**src/design/ssl_prefix.sv**
```systemverilog
// Log-depth prefix OR over the cells' id-match flags: tells each cell whether
// the matching item lies in front of it, and whether any cell matched.
// Depends on nothing.
`default_nettype none

module ssl_prefix #(
   parameter int N = 256
) (
   input  logic [N-1:0] match,
   output logic [N-1:0] after_match,
   output logic         any_match
);
   localparam int LEVELS = $clog2(N);

   logic [N-1:0] pre [LEVELS+1];

   assign pre[0] = match;

   for (genvar k = 0; k < LEVELS; k++) begin : g_lvl
      localparam int D = 1 << k;
      assign pre[k+1][D-1:0] = pre[k][D-1:0];
      assign pre[k+1][N-1:D] = pre[k][N-1:D] | pre[k][N-1-D:0];
   end

   assign after_match = {pre[LEVELS][N-2:0], 1'b0};
   assign any_match   = pre[LEVELS][N-1];

endmodule

`default_nettype wire

```
**config.mk**
```make
export PLATFORM = sky130hd
export DESIGN_NAME = ssl_prefix
export DESIGN_NICKNAME = d
export VERILOG_FILES = /design/src/design/ssl_prefix.sv
export SDC_FILE = /design/constraint.sdc
export NUM_CORES = 1
export LEC_CHECK = 0
export BUFFER_PORTS_ARGS = -buffer_cell sky130_fd_sc_hd__buf_2
export CAP_MARGIN = 20
export CORE_AREA = 2 2 198 200
export DETAILED_ROUTE_END_ITERATION = 7
export DIE_AREA = 0 0 200 202
export PLACE_DENSITY_LB_ADDON = 0.15
export REMOVE_ABC_BUFFERS = 1
export SLEW_MARGIN = 20
export SYNTH_ARGS = -nofsm -noshare
export SYNTH_HDL_FRONTEND = slang
export SYNTH_SLANG_ARGS = --single-unit
export TNS_END_PERCENT = 20
```
**constraint.sdc**
```tcl
create_clock -name vclk -period 4.7
set_input_delay 0.94 -clock vclk [all_inputs]
set_output_delay 0.94 -clock vclk [all_outputs]
set_load 0.005 [all_outputs]
```
Word level (Yosys, flattened, before mapping). Cells that the tools add are included.

Register bits: 0. Bits of input ports: 256. Output and inout bits: 257. Logic and storage cells: 8.

Bitwise operators: 8.

Operators by type and width (number): 255-bit bitwise OR (1); 254-bit bitwise OR (1); 252-bit bitwise OR (1); 248-bit bitwise OR (1); 240-bit bitwise OR (1); 224-bit bitwise OR (1); 192-bit bitwise OR (1); 128-bit bitwise OR (1).

Depth between registers and ports, before layout. Gate-level depths: netlist (run 1).

Depth in word-level cells: 8. Gate-level depth with buffers: 11. Depth with buffers taken out: 9.

Least setup slack after synthesis (run 1). No wires, ideal clock.

Path kind: input -> output. Start: input port match[37]. End: output port after_match[223]. Arrival time: 3.226 ns. Data required time: 3.760 ns. Setup slack: 0.534 ns. Cell stages on the path: 7. Buffers on the path: 0. Cell sequence: or4_4 or4_4 nor4_4 inv_2 or3_4 nor4b_4 nand4_1.

Longest elaborated chain between the ends: 8.

Ends and longest elaborated chain: start: declaration (RTL line 9) `input logic [N-1:0] match,`; 255-bit bitwise OR (RTL line 22) `assign pre[k+1][N-1:D] = pre[k][N-1:D] | pre[k][N-1-D:0];`; 254-bit bitwise OR (RTL line 22); 252-bit bitwise OR (RTL line 22); 248-bit bitwise OR (RTL line 22); 240-bit bitwise OR (RTL line 22); 224-bit bitwise OR (RTL line 22); 192-bit bitwise OR (RTL line 22); 128-bit bitwise OR (RTL line 22); end: declaration (RTL line 10) `output logic [N-1:0] after_match,`.

No other way between the ends.

Worst setup path in the final report (run 1).
Start: input port match[36]. End: output port after_match[104].

Longest elaborated chain between the ends: 7.

Ends and longest elaborated chain (RTL line): 255-bit bitwise OR (22); 254-bit bitwise OR (22); 252-bit bitwise OR (22); 248-bit bitwise OR (22); 240-bit bitwise OR (22); 224-bit bitwise OR (22); 192-bit bitwise OR (22).

No other way between the ends.

==> out/results.tsv, run 1 <==
metric	value	unit
gp_congestion	0.886	
synthToLayoutAreaGrowth	101	%
core_area	0.0383	mm²
via_count	8941	
vdd_drop_max	12.7	µV
leakage	2.91	nW
die_area	0.0404	mm²
fin_crit	4.62	ns
drc	0	
dpl.hpwl	40.4	mm
core.rowCount	72	
rsz0062_at_grt	false	
worstPathCellList	buf_6 -> or4_4 -> nor4_1 -> buf_4 -> and4_1 -> buf_4 -> nand2_1 -> or4_1 -> or4_1 -> buf_2	
slew_headroom	51.2	%
die_w	200	µm
overflow	0	
io_buffers	512	
dp_cells	1918	
startpoint_type	input pin	
final_nets	1663	
flops_and_latches	0	
antenna_found_initial	10	
synth_area	0.00429	mm²
via_per_inst	4.63	
tns	0	ns
grt_max_degree	21	
yosysWarnings	0	
drt_first_pass_iters	5	
synth_cells	769	
n_clock_buffer	0	
layout-drive-gt1-share	50.5	%
grt_usage	20.5	%
worst_ep_arrival_time	3.68	ns
tightest_slew	0.726	ns
totalWireLength	44.3	mm
ant_nets	0	
final_cell_mix	buf_2, buf_4, nor2_1, nand2_1, nor4_1	
drt_iter0_markers	380	
final_common_cell	buf_2	
avgSynthCellArea	5.57	µm²
grt_first_pass_wirelength	60.4	mm
worst-path-buf-inv	4	
status	completed	
grt_pass1_vias	9041	
yosysUniqueCellTypes	38	
cp_max_fo	7	
cpMaxStageDelayCell	or4_4	
cp_data_required_time	3.76	ns
instances_no_fill	1930	
power_density	32.7	mW/mm²
seq_area_frac_synth	0	%
final_hold_viol_count	0	
fmax	217	MHz
path_delay_family	simple AND/OR/NAND/NOR gates	
setup_viol_count_final	0	
crit_type	in -> out	
hp-class	in -> out	
maxSlewViolCount	0	
cts_hold_buffers	0	
pin_count	513	
cp_slowest_stage_delay	0.56	ns
seqCellArea	0	µm²
floorplan.initialDensity	11.2	%
drv_cap	0	
timing.final.crit_share	98.2	%
avgRoutedWirePerCell	22.9	µm
fp.dieH	202	µm
crit_path_end_kind	primary output	
-- worst paths after layout --
| check | start | end | slack [ns] | depth (start not counted) |
|---|---|---|---|---|
| max | match[36] | after_match[104] | 0.08 | 10 |
| min | match[0] | after_match[1] | 2.11 | 2 |
-- synthesized netlist by cell type (all sizes together) --
cell type / instances / area [µm²]
or4b: 1 / 10.0
nor4b: 6 / 67.6
and3: 8 / 50.1
nor3: 91 / 500
nand2: 94 / 353
nor4: 97 / 668
and2: 5 / 31.3
nor3b: 3 / 27.5
and4: 5 / 43.8
nand2b: 18 / 113
nor2: 96 / 363
nand4b: 8 / 70.1
conb: 1 / 3.75
nand3b: 9 / 67.6
buf: 5 / 35.0
inv: 33 / 126
or4: 34 / 267
or3: 66 / 423
nand3: 88 / 440
clkbuf: 7 / 26.3
or3b: 2 / 17.5
or2: 33 / 206
nand4: 59 / 375
-- power by group --
part / switching (mW) / total [mW] / internal, mW
clock: 0 / 0.000000199 / 0.000000199
combinational: 0.159 / 0.282 / 0.122
sequential: 0 / 0 / 0
-- per-stage QoR --
step / hold WS (ns) / power, mW / cell area, µm² / setup WS, ns / utilization, %
after floorplan: 1.88 / 0.0585 / 4220 / 0.110 / -
after global placement: 2.12 / 0.278 / 8510 / -0.145 / 22.2
after detailed placement: 2.11 / 0.280 / 8510 / -0.192 / 22.2
after CTS: 2.11 / 0.283 / 8570 / 0.000502 / 22.4
after global routing: 2.11 / 0.306 / 8600 / 0.00805 / 22.5
final: 2.11 / 0.282 / 8600 / 0.0832 / 22.5
-- logic make-up (layout without fill, tap and decap cells) --
kind of cell / count (synthesis) / in the layout / synth area share (%)
other: 1 / 8 / 0.0875
buffers and inverters: 45 / 681 / 4.38
and+or+nand+nor: 723 / 723 / 95.5
-- layout make-up --
cell class | instances | area [µm²]
Inverter | 33 | 126
Tap cell | 518 | 648
Multi-Input combinational cell | 724 | 4110
Fill cell | 4619 | 29700
Timing Repair Buffer | 648 | 3700
Antenna cell | 7 | 17.5
-- layer usage --
| metal | part of all wire (%) | wire, µm | global-route usage (%) |
|---|---|---|---|
| met1 | 37 | 16500 | 22.4 |
| met4 | 2.1 | 943 | 4.21 |
| met2 | 53 | 23600 | 40.7 |
| met3 | 7.4 | 3280 | 3.09 |
| met5 | 0.047 | 21 | 0 |
-- timing repair --
item | in CTS | in global routing
pin swaps | 5 | 3
resized for setup | 7 | 1
endpoints found under the hold margin | 0 | 0
buffers inserted | 4 | 1
endpoints found under the setup margin | 7 | 15
Note: power is estimated with default switching activity, not from simulation.
==> inputs of run 2 (changes only) <==
==> constraint.sdc (replaced) <==
create_clock -name vclk -period 4.7
set_input_delay 0.47 -clock vclk [all_inputs]
set_output_delay 0.47 -clock vclk [all_outputs]
set_load 0.005 [all_outputs]
==> run 2 against run 1 <==
Net effect: global-route usage is 0.15 points higher; clock-buffer cell count unchanged; sequential share of layout area is the same; largest power group unchanged; via count shrank 2.0%.
==> out/results.tsv, run 2 (synthesis results as in run 1) <==
metric	value	unit
cp_slowest_stage_delay	0.57	ns
worst_ep_arrival_time	3.80	ns
grt_usage	20.6	%
grt_first_pass_wirelength	61.2	mm
via_count	8763	
seqCellArea	0	µm²
worstPathCellList	buf_2 -> or4_4 -> nor4_1 -> and4_1 -> inv_4 -> or3_4 -> nor3_4 -> inv_2 -> nor3_4 -> nand4_1 -> buf_2	
leakage	2.49	nW
final_cell_mix	buf_2, nor2_1, nand2_1, nor4_1, nand3_1	
grt_max_degree	33	
drt_iter0_markers	386	
startpoint_type	input pin	
ant_nets	0	
hp-class	in -> out	
power_density	34.4	mW/mm²
cp_data_required_time	4.23	ns
core_area	0.0383	mm²
layout-drive-gt1-share	47.4	%
antenna_found_initial	5	
final_nets	1582	
grt_pass1_vias	8843	
maxSlewViolCount	0	
status	completed	
dpl.hpwl	39.7	mm
fin_hold_ws	1.18	ns
path_delay_family	simple AND/OR/NAND/NOR gates	
via_per_inst	4.74	
vdd_drop_max	15.1	µV
fp.dieH	202	µm
multi_input_area	0.00410	mm²
drc	0	
final_util	20.6	%
timing.final.crit_share	90.8	%
tightest_slew	0.793	ns
totalWireLength	44.3	mm
overflow	0	
crit_path_end_kind	primary output	
avgRoutedWirePerCell	24.0	µm
synthToLayoutAreaGrowth	83.8	%
die_area	0.0404	mm²
flops_and_latches	0	
cpMaxStageDelayCell	or4_4	
cts_resized	0	
slew_headroom	47.0	%
final_common_cell	buf_2	
floorplan.initialDensity	11.2	%
fin_crit	4.27	ns
crit_type	in -> out	
drv_cap	0	
io_buffers	512	
rsz0062_at_grt	false	
gp_congestion	0.877	
final_hold_viol_count	0	
fillers	4647	
drt_first_pass_iters	5	
cts_setup_buffers	0	
tns	0	ns
worst-path-buf-inv	4	
die_w	200	µm
pin_count	513	
cp_max_fo	8	
n_clock_buffer	0	
fmax	234	MHz
cts_hold_buffers	0	
core.rowCount	72	
setup_viol_count_final	0	
-- run 2: changes by cell type in the layout (fill, tap and decap cells not counted), sizes merged --
cell / delta
buf: -81
diode: -2
-- run 2: power by group --
group           total [mW]  internal, mW  switching (mW)
sequential               0             0               0
clock          0.000000117   0.000000117               0
combinational        0.271         0.112           0.159
total                0.271         0.112           0.159
-- run 2: final timing paths --
| kind | startpoint | end | slack (ns) | depth (start not counted) |
|---|---|---|---|---|
| min | match[0] | after_match[1] | 1.18 | 2 |
| max | match[37] | after_match[208] | 0.43 | 11 |
-- run 2: area by class of cell --
| type | count | share of cell area (%) |
|---|---|---|
| Inverter | 33 | 1.60 |
| Antenna cell | 5 | 0.159 |
| Multi-Input combinational cell | 724 | 52.1 |
| Timing Repair Buffer | 567 | 37.9 |
| Tap cell | 518 | 8.23 |
-- run 2: through the flow --
| step | total power [mW] | area [µm²] | std cells | setup WS, ns |
|---|---|---|---|---|
| detailed placement | 0.268 | 7860 | 1842 | 0.411 |
| CTS | 0.269 | 7860 | 1842 | 0.399 |
| global placement | 0.266 | 7860 | 1842 | 0.537 |
| global route | 0.292 | 7870 | 1844 | 0.260 |
| floorplan | 0.0585 | 4220 | 757 | 1.05 |
| finish | 0.271 | 7880 | 1847 | 0.434 |
-- run 2: routing by layer --
metal	track usage, %	vias up	wire length, µm
met3	3.17	33	3180
met2	41.1	427	23600
met1	22.9	4179	16900
li1	-	4122	-
met4	3.02	2	680
met5	0	-	12
