File: config.mk
export PLATFORM = sky130hd
export DESIGN_NAME = ssl_cell
export DESIGN_NICKNAME = d
export VERILOG_FILES = /design/src/design/ssl_pkg.sv /design/src/design/ssl_cell.sv
export SDC_FILE = /design/constraint.sdc
export NUM_CORES = 1
export LEC_CHECK = 0
export ABC_AREA = 1
export BUFFER_PORTS_ARGS = -buffer_cell sky130_fd_sc_hd__buf_2
export CORE_AREA = 8 8 116 86
export DETAILED_ROUTE_END_ITERATION = 8
export DIE_AREA = 0 0 124 94
export GPL_TIMING_DRIVEN = 0
export PLACE_DENSITY = 0.91
export SETUP_SLACK_MARGIN = 0.2
export SYNTH_ARGS = -nofsm -noshare
export SYNTH_HDL_FRONTEND = slang
export SYNTH_SLANG_ARGS = --single-unit
export TNS_END_PERCENT = 20
File: constraint.sdc
create_clock -name clock -period 7.9 [get_ports clock]
set_input_delay 1.58 -clock clock [delete_from_list [all_inputs] [get_ports clock]]
set_output_delay 1.58 -clock clock [all_outputs]
set_load 0.01 [all_outputs]
File: src/design/ssl_pkg.sv
// Package for the scored sorted id list: field widths, operation, error and
// state codes, and the struct that one list cell hands to its neighbors.
// No dependencies.
`default_nettype none

package ssl_pkg;

   localparam int ID_BITS         = 8;
   localparam int ID_SPACE        = 256;
   localparam int FUNC_BITS       = 2;
   localparam int ERR_BITS        = 2;
   localparam int COUNT_BITS      = 9;
   localparam int SCORE_PORT_BITS = 32;

   typedef enum logic [FUNC_BITS-1:0] {
      OP_INSERT,
      OP_UPDATE,
      OP_REMOVE,
      OP_CLEAR
   } ssl_op_type;

   typedef enum logic [ERR_BITS-1:0] {
      ERR_OK,
      ERR_ABSENT,
      ERR_PRESENT,
      ERR_FULL
   } ssl_err_type;

   typedef enum logic [1:0] {
      ST_IDLE,
      ST_EXEC,
      ST_DONE
   } ssl_state_type;

   // Command broadcast to every cell during the execute cycle.
   typedef struct packed {
      logic       run;
      ssl_op_type op;
   } ssl_cmd_type;

   // What a cell shows its neighbors: contents and its compares against the
   // broadcast score (ge: at or above it, gt: strictly above it).
   typedef struct packed {
      logic               valid;
      logic [ID_BITS-1:0] id;
      logic               ge;
      logic               gt;
   } ssl_link_type;

   // Virtual neighbor in front of the head cell: empty, but ranks above all.
   localparam ssl_link_type LINK_HEAD = '{valid: 1'b0, id: '0, ge: 1'b1, gt: 1'b0};
   // Virtual neighbor behind the last cell.
   localparam ssl_link_type LINK_END  = '{valid: 1'b0, id: '0, ge: 1'b0, gt: 1'b0};

endpackage

`default_nettype wire

File: src/design/ssl_cell.sv
// One slot of the sorted list. Holds an id and a score and, on each
// operation, keeps its item, takes a neighbor's, takes the broadcast item or empties.
// Depends on ssl_pkg.
`default_nettype none

module ssl_cell #(
   parameter int SCORE_W = 32
) (
   input  logic                                clock,
   input  logic                                reset,
   input  ssl_pkg::ssl_cmd_type                cmd,
   input  logic [ssl_pkg::ID_BITS-1:0]         key_id,
   input  logic [ssl_pkg::ID_BITS-1:0]         e_id,
   input  logic signed [SCORE_W-1:0]           e_score,
   input  logic                                after_match,
   input  ssl_pkg::ssl_link_type               left_link,
   input  logic signed [SCORE_W-1:0]           left_score,
   input  ssl_pkg::ssl_link_type               right_link,
   input  logic signed [SCORE_W-1:0]           right_score,
   output ssl_pkg::ssl_link_type               cell_out,
   output logic signed [SCORE_W-1:0]           score,
   output logic                                match,
   output logic                                is_tail
);
   import ssl_pkg::*;

   logic                      valid_ff, valid_in;
   logic [ID_BITS-1:0]        id_ff, id_in;
   logic signed [SCORE_W-1:0] score_ff, score_in;
   logic                      ge, gt, before_m, rest_here, rest_prev;

   assign ge       = valid_ff && (score_ff >= e_score);
   assign gt       = valid_ff && (score_ff > e_score);
   assign match    = valid_ff && (id_ff == key_id);
   assign is_tail  = valid_ff && !right_link.valid;
   assign before_m = !after_match && !match;

   assign cell_out = '{valid: valid_ff, id: id_ff, ge: ge, gt: gt};
   assign score    = score_ff;

   // With the acted-on item taken out, the remaining items close up: the one
   // that would sit here comes from this cell in front of the match and from
   // the right neighbor behind it. rest_here and rest_prev tell whether that
   // item, and the one a slot earlier, still rank in front of the new item.
   // Ties rank in front only when the item stood in front of the match.
   assign rest_here = before_m ? ge : right_link.gt;
   assign rest_prev = after_match ? gt : left_link.ge;

   always_comb begin
      valid_in = valid_ff;
      id_in    = id_ff;
      score_in = score_ff;
      if (cmd.run) begin
         unique case (cmd.op)
            OP_INSERT, OP_UPDATE: begin
               priority if (rest_here) begin
                  if (!before_m) begin
                     valid_in = right_link.valid;
                     id_in    = right_link.id;
                     score_in = right_score;
                  end
               end else if (rest_prev) begin
                  valid_in = 1'b1;
                  id_in    = e_id;
                  score_in = e_score;
               end else if (!after_match) begin
                  valid_in = left_link.valid;
                  id_in    = left_link.id;
                  score_in = left_score;
               end else begin
                  valid_in = valid_ff;
               end
            end
            OP_REMOVE: begin
               // The tail item fills the gap and sinks past strictly larger
               // scores; it is the broadcast item here.
               if (!before_m) begin
                  priority if (is_tail) begin
                     valid_in = 1'b0;
                  end else if (right_link.gt) begin
                     valid_in = right_link.valid;
                     id_in    = right_link.id;
                     score_in = right_score;
                  end else if (match || (after_match && gt)) begin
                     valid_in = 1'b1;
                     id_in    = e_id;
                     score_in = e_score;
                  end else begin
                     valid_in = valid_ff;
                  end
               end
            end
            OP_CLEAR: begin
               valid_in = 1'b0;
            end
            default: begin
               valid_in = valid_ff;
            end
         endcase
      end
   end

   always_ff @(posedge clock) begin
      if (reset) begin
         valid_ff <= 1'b0;
      end else begin
         valid_ff <= valid_in;
      end
   end

   always_ff @(posedge clock) begin
      id_ff    <= id_in;
      score_ff <= score_in;
   end

endmodule

`default_nettype wire

# After elaboration in Yosys (flattened, before gate mapping)
# Index checks and enable logic that the tools add are counted.
[word_totals] reg_bits=41 input_bits=140 out_inout_bits=45 elab_cells=59
[op_classes] order_cmp=2 n_eq_ne=10 muxes=29 reduce_logical=15
[ops] cell="32-bit two-way mux" n=8
[ops] cell="8-bit two-way mux" n=8
[ops] cell="32-bit one-hot mux with 2 select lines" n=1
[ops] cell="32-bit >= comparator" n=1
[ops] cell="32-bit > comparator" n=1
[ops] cell="8-bit one-hot mux with 2 select lines" n=1
[ops] cell="1-bit two-way mux" n=10
[ops] cell="8-bit equality test" n=1
[ops] cell="4-bit inequality test, second input constant" n=2
[ops] cell="7-bit AND reduction" n=1
[ops] cell="1-bit logical AND" n=6
[ops] cell="3-bit inequality test, second input constant" n=2
[ops] cell="5-bit AND reduction" n=1
[ops] cell="2-bit equality test, second input constant" n=2
[ops] cell="2-bit inequality test, second input constant" n=2
[ops] cell="1-bit zero test" n=3
[ops] cell="1-bit one-hot mux with 3 select lines" n=1
[ops] cell="2-bit by 1-bit equality test with 1-bit output, second input constant" n=1
[ops] cell="2-bit zero test" n=1
[ops] cell="2-bit nonzero test" n=1
[ops] cell="2-bit OR reduction" n=1
[ops] cell="1-bit logical OR" n=1

# Depth between registers and ports, before layout
[depth] ltp_word=9 mapped_depth=23 mapped_depth_nobuf=22

# Worst setup path before layout
# No wires, ideal clock.
[synth_timing] path_type="input -> register" from="input e_score[31]" to="register id_ff[0] (enable)" setup_time_ns=0.451 arrival_time_ns=4.950 required_ns=7.449 slack_ns=2.500 stages=14 path_buffers=0 cell_sequence="inv_1 > ha_1 > nand2_1 > nor2_2 > nand2_2 > nor3b_2 > nand2_1 > nand3_1 > nand3_2 > nand3_2 > nand2_1 > nand2_1 > nand3_1 > a21oi_1"
[synth_via] elab_chain_cells=6 word_cells_on_any_way=12 cone_classes="order compare: 2; eq/ne: 3; mux: 2; reduce/logical: 5"
[synth_rtl] element="from (decl)" line="ssl_cell.sv:14" text="input logic signed [SCORE_W-1:0] e_score,"
[synth_rtl] element="32-bit > comparator" line="ssl_cell.sv:33" text="assign gt = valid_ff && (score_ff > e_score);"
[synth_rtl] element="1-bit logical AND" line="ssl_cell.sv:33"
[synth_rtl] element="1-bit logical AND" line="ssl_cell.sv:84" text="end else if (match || (after_match && gt)) begin"
[synth_rtl] element="1-bit logical OR" line="ssl_cell.sv:84"
[synth_rtl] element="3-bit inequality test (no line)"
[synth_rtl] element="7-bit AND reduction (no line) (*)"
[synth_rtl] element="to (signal assigned)" line="ssl_cell.sv:112" text="id_ff <= id_in;"
[synth_rtl] element="to (decl)" line="ssl_cell.sv:28" text="logic [ID_BITS-1:0] id_ff, id_in;"
# Every way passes the cells marked *; elsewhere a longest branch is shown, timed or not.
# A chain may end at the register's enable or synchronous reset.

# Worst setup path in the final report
[layout_timing] from="input e_score[31]" to="output cell_out[1] (netlist name)"
[layout_via] elab_chain_cells=2
[layout_rtl] element="32-bit >= comparator" line="ssl_cell.sv:32" text="assign ge = valid_ff && (score_ff >= e_score);"
[layout_rtl] element="1-bit logical AND" line="ssl_cell.sv:32"
[layout_rtl] element="to (decl)" line="ssl_cell.sv:20" text="output ssl_pkg::ssl_link_type cell_out,"
# No other way between the ends.

==> flow_metrics.py <==
metrics = {
    "clock_tree": {
        "cts_root_buffer": "clkbuf_16",
        "cts.repair.resized": 0,
        "clkTransAtPathRegs_ps": 60,
        "cts.sinks": 41,
        "clk-insertion-delay-late_ps": 280,
        "ctsHoldBuffers": 0,
        "tritoncts": "yes",
        "htreeDepth": 2,
        "clockBufferDepth": 2,
        "numCtsBuffers": 5,
        "post-cts-setup-buffers": 0,
    },
    "route": {
        "drt_iter0_drc": 349,
        "drc": 0,
        "via_count": 4853,
        "dr.pass1.iters": 5,
        "final_antenna_net_count": 0,
        "postRouteWirelength_um": 15120,
        "routedWlPerCell_um": 18.03,
        "via_per_inst": 5.784,
    },
    "power_and_ir_drop": {
        "p_per_area_nw_per_um2": 143.4,
        "peakVddDrop_mv": 0.1007,
        "power.leakage_nw": 2.549,
        "power_mw": 0.7756,
    },
    "synthesis": {
        "syn_area_um2": 4202,
        "syn_avg_cell_area_um2": 7.723,
        "synth-main-ff-cell": "edfxtp_1",
        "ys_types": 36,
        "yosysSeqAreaShare_pct": 29.06,
        "ys_ff_latch": 41,
        "synth_edf_count": 40,
        "synthArstFlopShare_pct": 0,
        "yosysWarnings": 0,
        "synth_fp_nets": 716,
        "synth_cells": 544,
    },
    "sta": {
        "relSlewSlack_pct": 50.69,
        "period_minus_slack_ps": 5000,
        "setup_viol": 0,
        "clock.fmax_mhz": 200.0,
        "min_period_over_period_pct": 63.29,
        "tightest_slew_ps": 736.9,
        "hold_viol_final": 0,
        "rsz0062_at_grt": "false",
        "fin_setup_tns_ps": 0,
        "skew_ps": 5.623,
        "drv_slew": 0,
    },
    "setup_path": {
        "cp_num_buf_inv": 4,
        "slowest_stage": "ha_1",
        "critPathKind": "in -> out",
        "arrival_ps": 3420,
        "critPathRequiredTime_ps": 6320,
        "crit_chain": "buf_2 -> inv_1 -> ha_1 -> nand2_1 -> nor2_2 -> nand2_2 -> nor3b_2 -> nand2_1 -> nand2_1 -> nand2_1 -> a31oi_1 -> buf_4 -> buf_2",
        "crit_family": "simple AND/OR/NAND/NOR gates",
        "cp_common_cell": "nand2_1",
        "cpPeakStageDelay_ps": 390,
        "worstPathMaxFanout": 5,
        "cp-start-kind": "primary input",
        "end_kind": "output pin",
    },
    "floorplanning": {
        "ioPinCount": 185,
        "die-width_um": 124,
        "num_rows": 28,
        "core-area_um2": 8198,
        "die_area_um2": 11660,
        "fp.dieH_um": 94,
        "initial_core_util_pct": 51.25,
    },
    "job": {
        "maxCapViolCount": 0,
    },
    "global_routing": {
        "grt_pass1_wl_um": 23340,
        "grt_util_all_layers_pct": 24.97,
        "antenna_found_initial": 0,
        "grt_start_max_net_pins": 28,
        "grt_pass1_vias": 4961,
        "grt_remaining_overflow": 0,
    },
    "final_layout": {
        "syn2layout_area_growth_pct": 28.71,
        "final_layout_size_suffix_gt1_share_pct": 38.15,
        "n_antenna_cell": 0,
        "finalNetCount": 905,
    },
    "place": {
        "gp_congestion": 0.9065,
        "hpwl_um": 12120,
        "io_buffers": 181,
    },
    "run_status": {
        "status": "finished, final reports clean",
    },
    "hold_path": {
        "min_path_type": "reg -> reg",
    },
}
==> metal layers <==
layer / part of all wire (%) / vias to the layer above / track usage (%)
met1: 41 / 2229 / 31.41
met2: 46 / 305 / 42.07
met3: 11 / 25 / 5.465
met5: 0 / - / 0
li1: - / 2294 / -
met4: 1.4 / 0 / 7.108
==> Yosys cell counts, drive strengths merged, types with 2 or more instances <==
library cell,n,share of area [%]
a211oi,11,2.0
a21oi,160,24
buf,22,4.8
clkbuf,14,1.3
edfxtp,40,29
ha,32,9.5
inv,69,6.2
nand2,61,5.9
nand3,11,1.5
nand4,4,0.74
nor2,31,2.8
nor3,2,0.24
o211ai,7,1.3
o21a,2,0.36
o21ai,67,8.0
xnor2,2,0.42
==> stage by stage <==
step | util [%] | setup slack (ps) | hold slack (ps) | instances | instance area, µm²
CTS | 65.96 | 2897 | 752.8 | 839 | 5408
floorplan | - | 2500 | 589.8 | 544 | 4202
global placement | 63.90 | 932.9 | 698.8 | 830 | 5239
finish | 65.96 | 2900 | 756.8 | 839 | 5408
global route | 65.96 | 2741 | 820.5 | 839 | 5408
detailed placement | 64.29 | 2913 | 724.6 | 831 | 5270
==> cell families after synthesis <==
group           count (synthesis)  share of synthesized area (%)
xor+xnor                        2                         0.4170
fa+ha+maj                      32                          9.529
simple gates                  111                          11.70
flops                          41                          29.06
compound gates                253                          37.05
buf+inv                       105                          12.24
==> cell usage in the layout, fill, tap and decap left out, types with 2 or more instances in the layout <==
master	instances
a211oi_1	11
a21oi_1	99
a21oi_2	60
buf_12	5
buf_2	192
buf_4	3
buf_6	4
clkbuf_1	14
clkbuf_16	5
clkinv_1	2
edfxtp_1	40
ha_1	32
inv_1	68
nand2_1	58
nand2_4	2
nand3_1	9
nand3_2	2
nand4_1	3
nor2_1	30
nor3_1	2
o211ai_1	7
o21a_1	2
o21ai_0	58
o21ai_1	9
xnor2_1	2
==> flip-flops by register name (all words and copies together) (netlist names) <==
signal	flops
score	32
valid_ff	1
id_ff	8
==> tightest hold or removal path: stages, from the launching register on <==
cell,delay (ps)
dfxtp_1,390
inv_1,160
nand2_1,80
nand2_1,50
nor2_1,40
==> final cells by class <==
class                   count  area (µm²)
fillers                   738        2790
multi-input cells         398        2477
flip-flops and latches     41        1221
repair buffers            182       925.9
inverters                  69       259.0
plain buffers              36       255.2
well taps                 105       131.4
clock buffers               5       125.1
clock inverters             3       12.51
==> where the power goes <==
part / switching, mW / internal, mW / total [mW] / leakage, nW
clock: 0.0882 / 0.115 / 0.203 / 0.0687
combinational: 0.173 / 0.123 / 0.295 / 2.10
sequential: 0.0118 / 0.266 / 0.277 / 0.381
==> path summary, 6_finish.rpt <==
check         startpoint     endpoint  slack, ps  depth (start not counted)
max          e_score[31]  cell_out[1]       2900                         13
min             valid_ff     valid_ff        760                          4
max reg2reg    score[31]    score[20]       4660                         14
min reg2reg     valid_ff     valid_ff        760                          4
No activity file was read; power rests on OpenSTA's default activity.
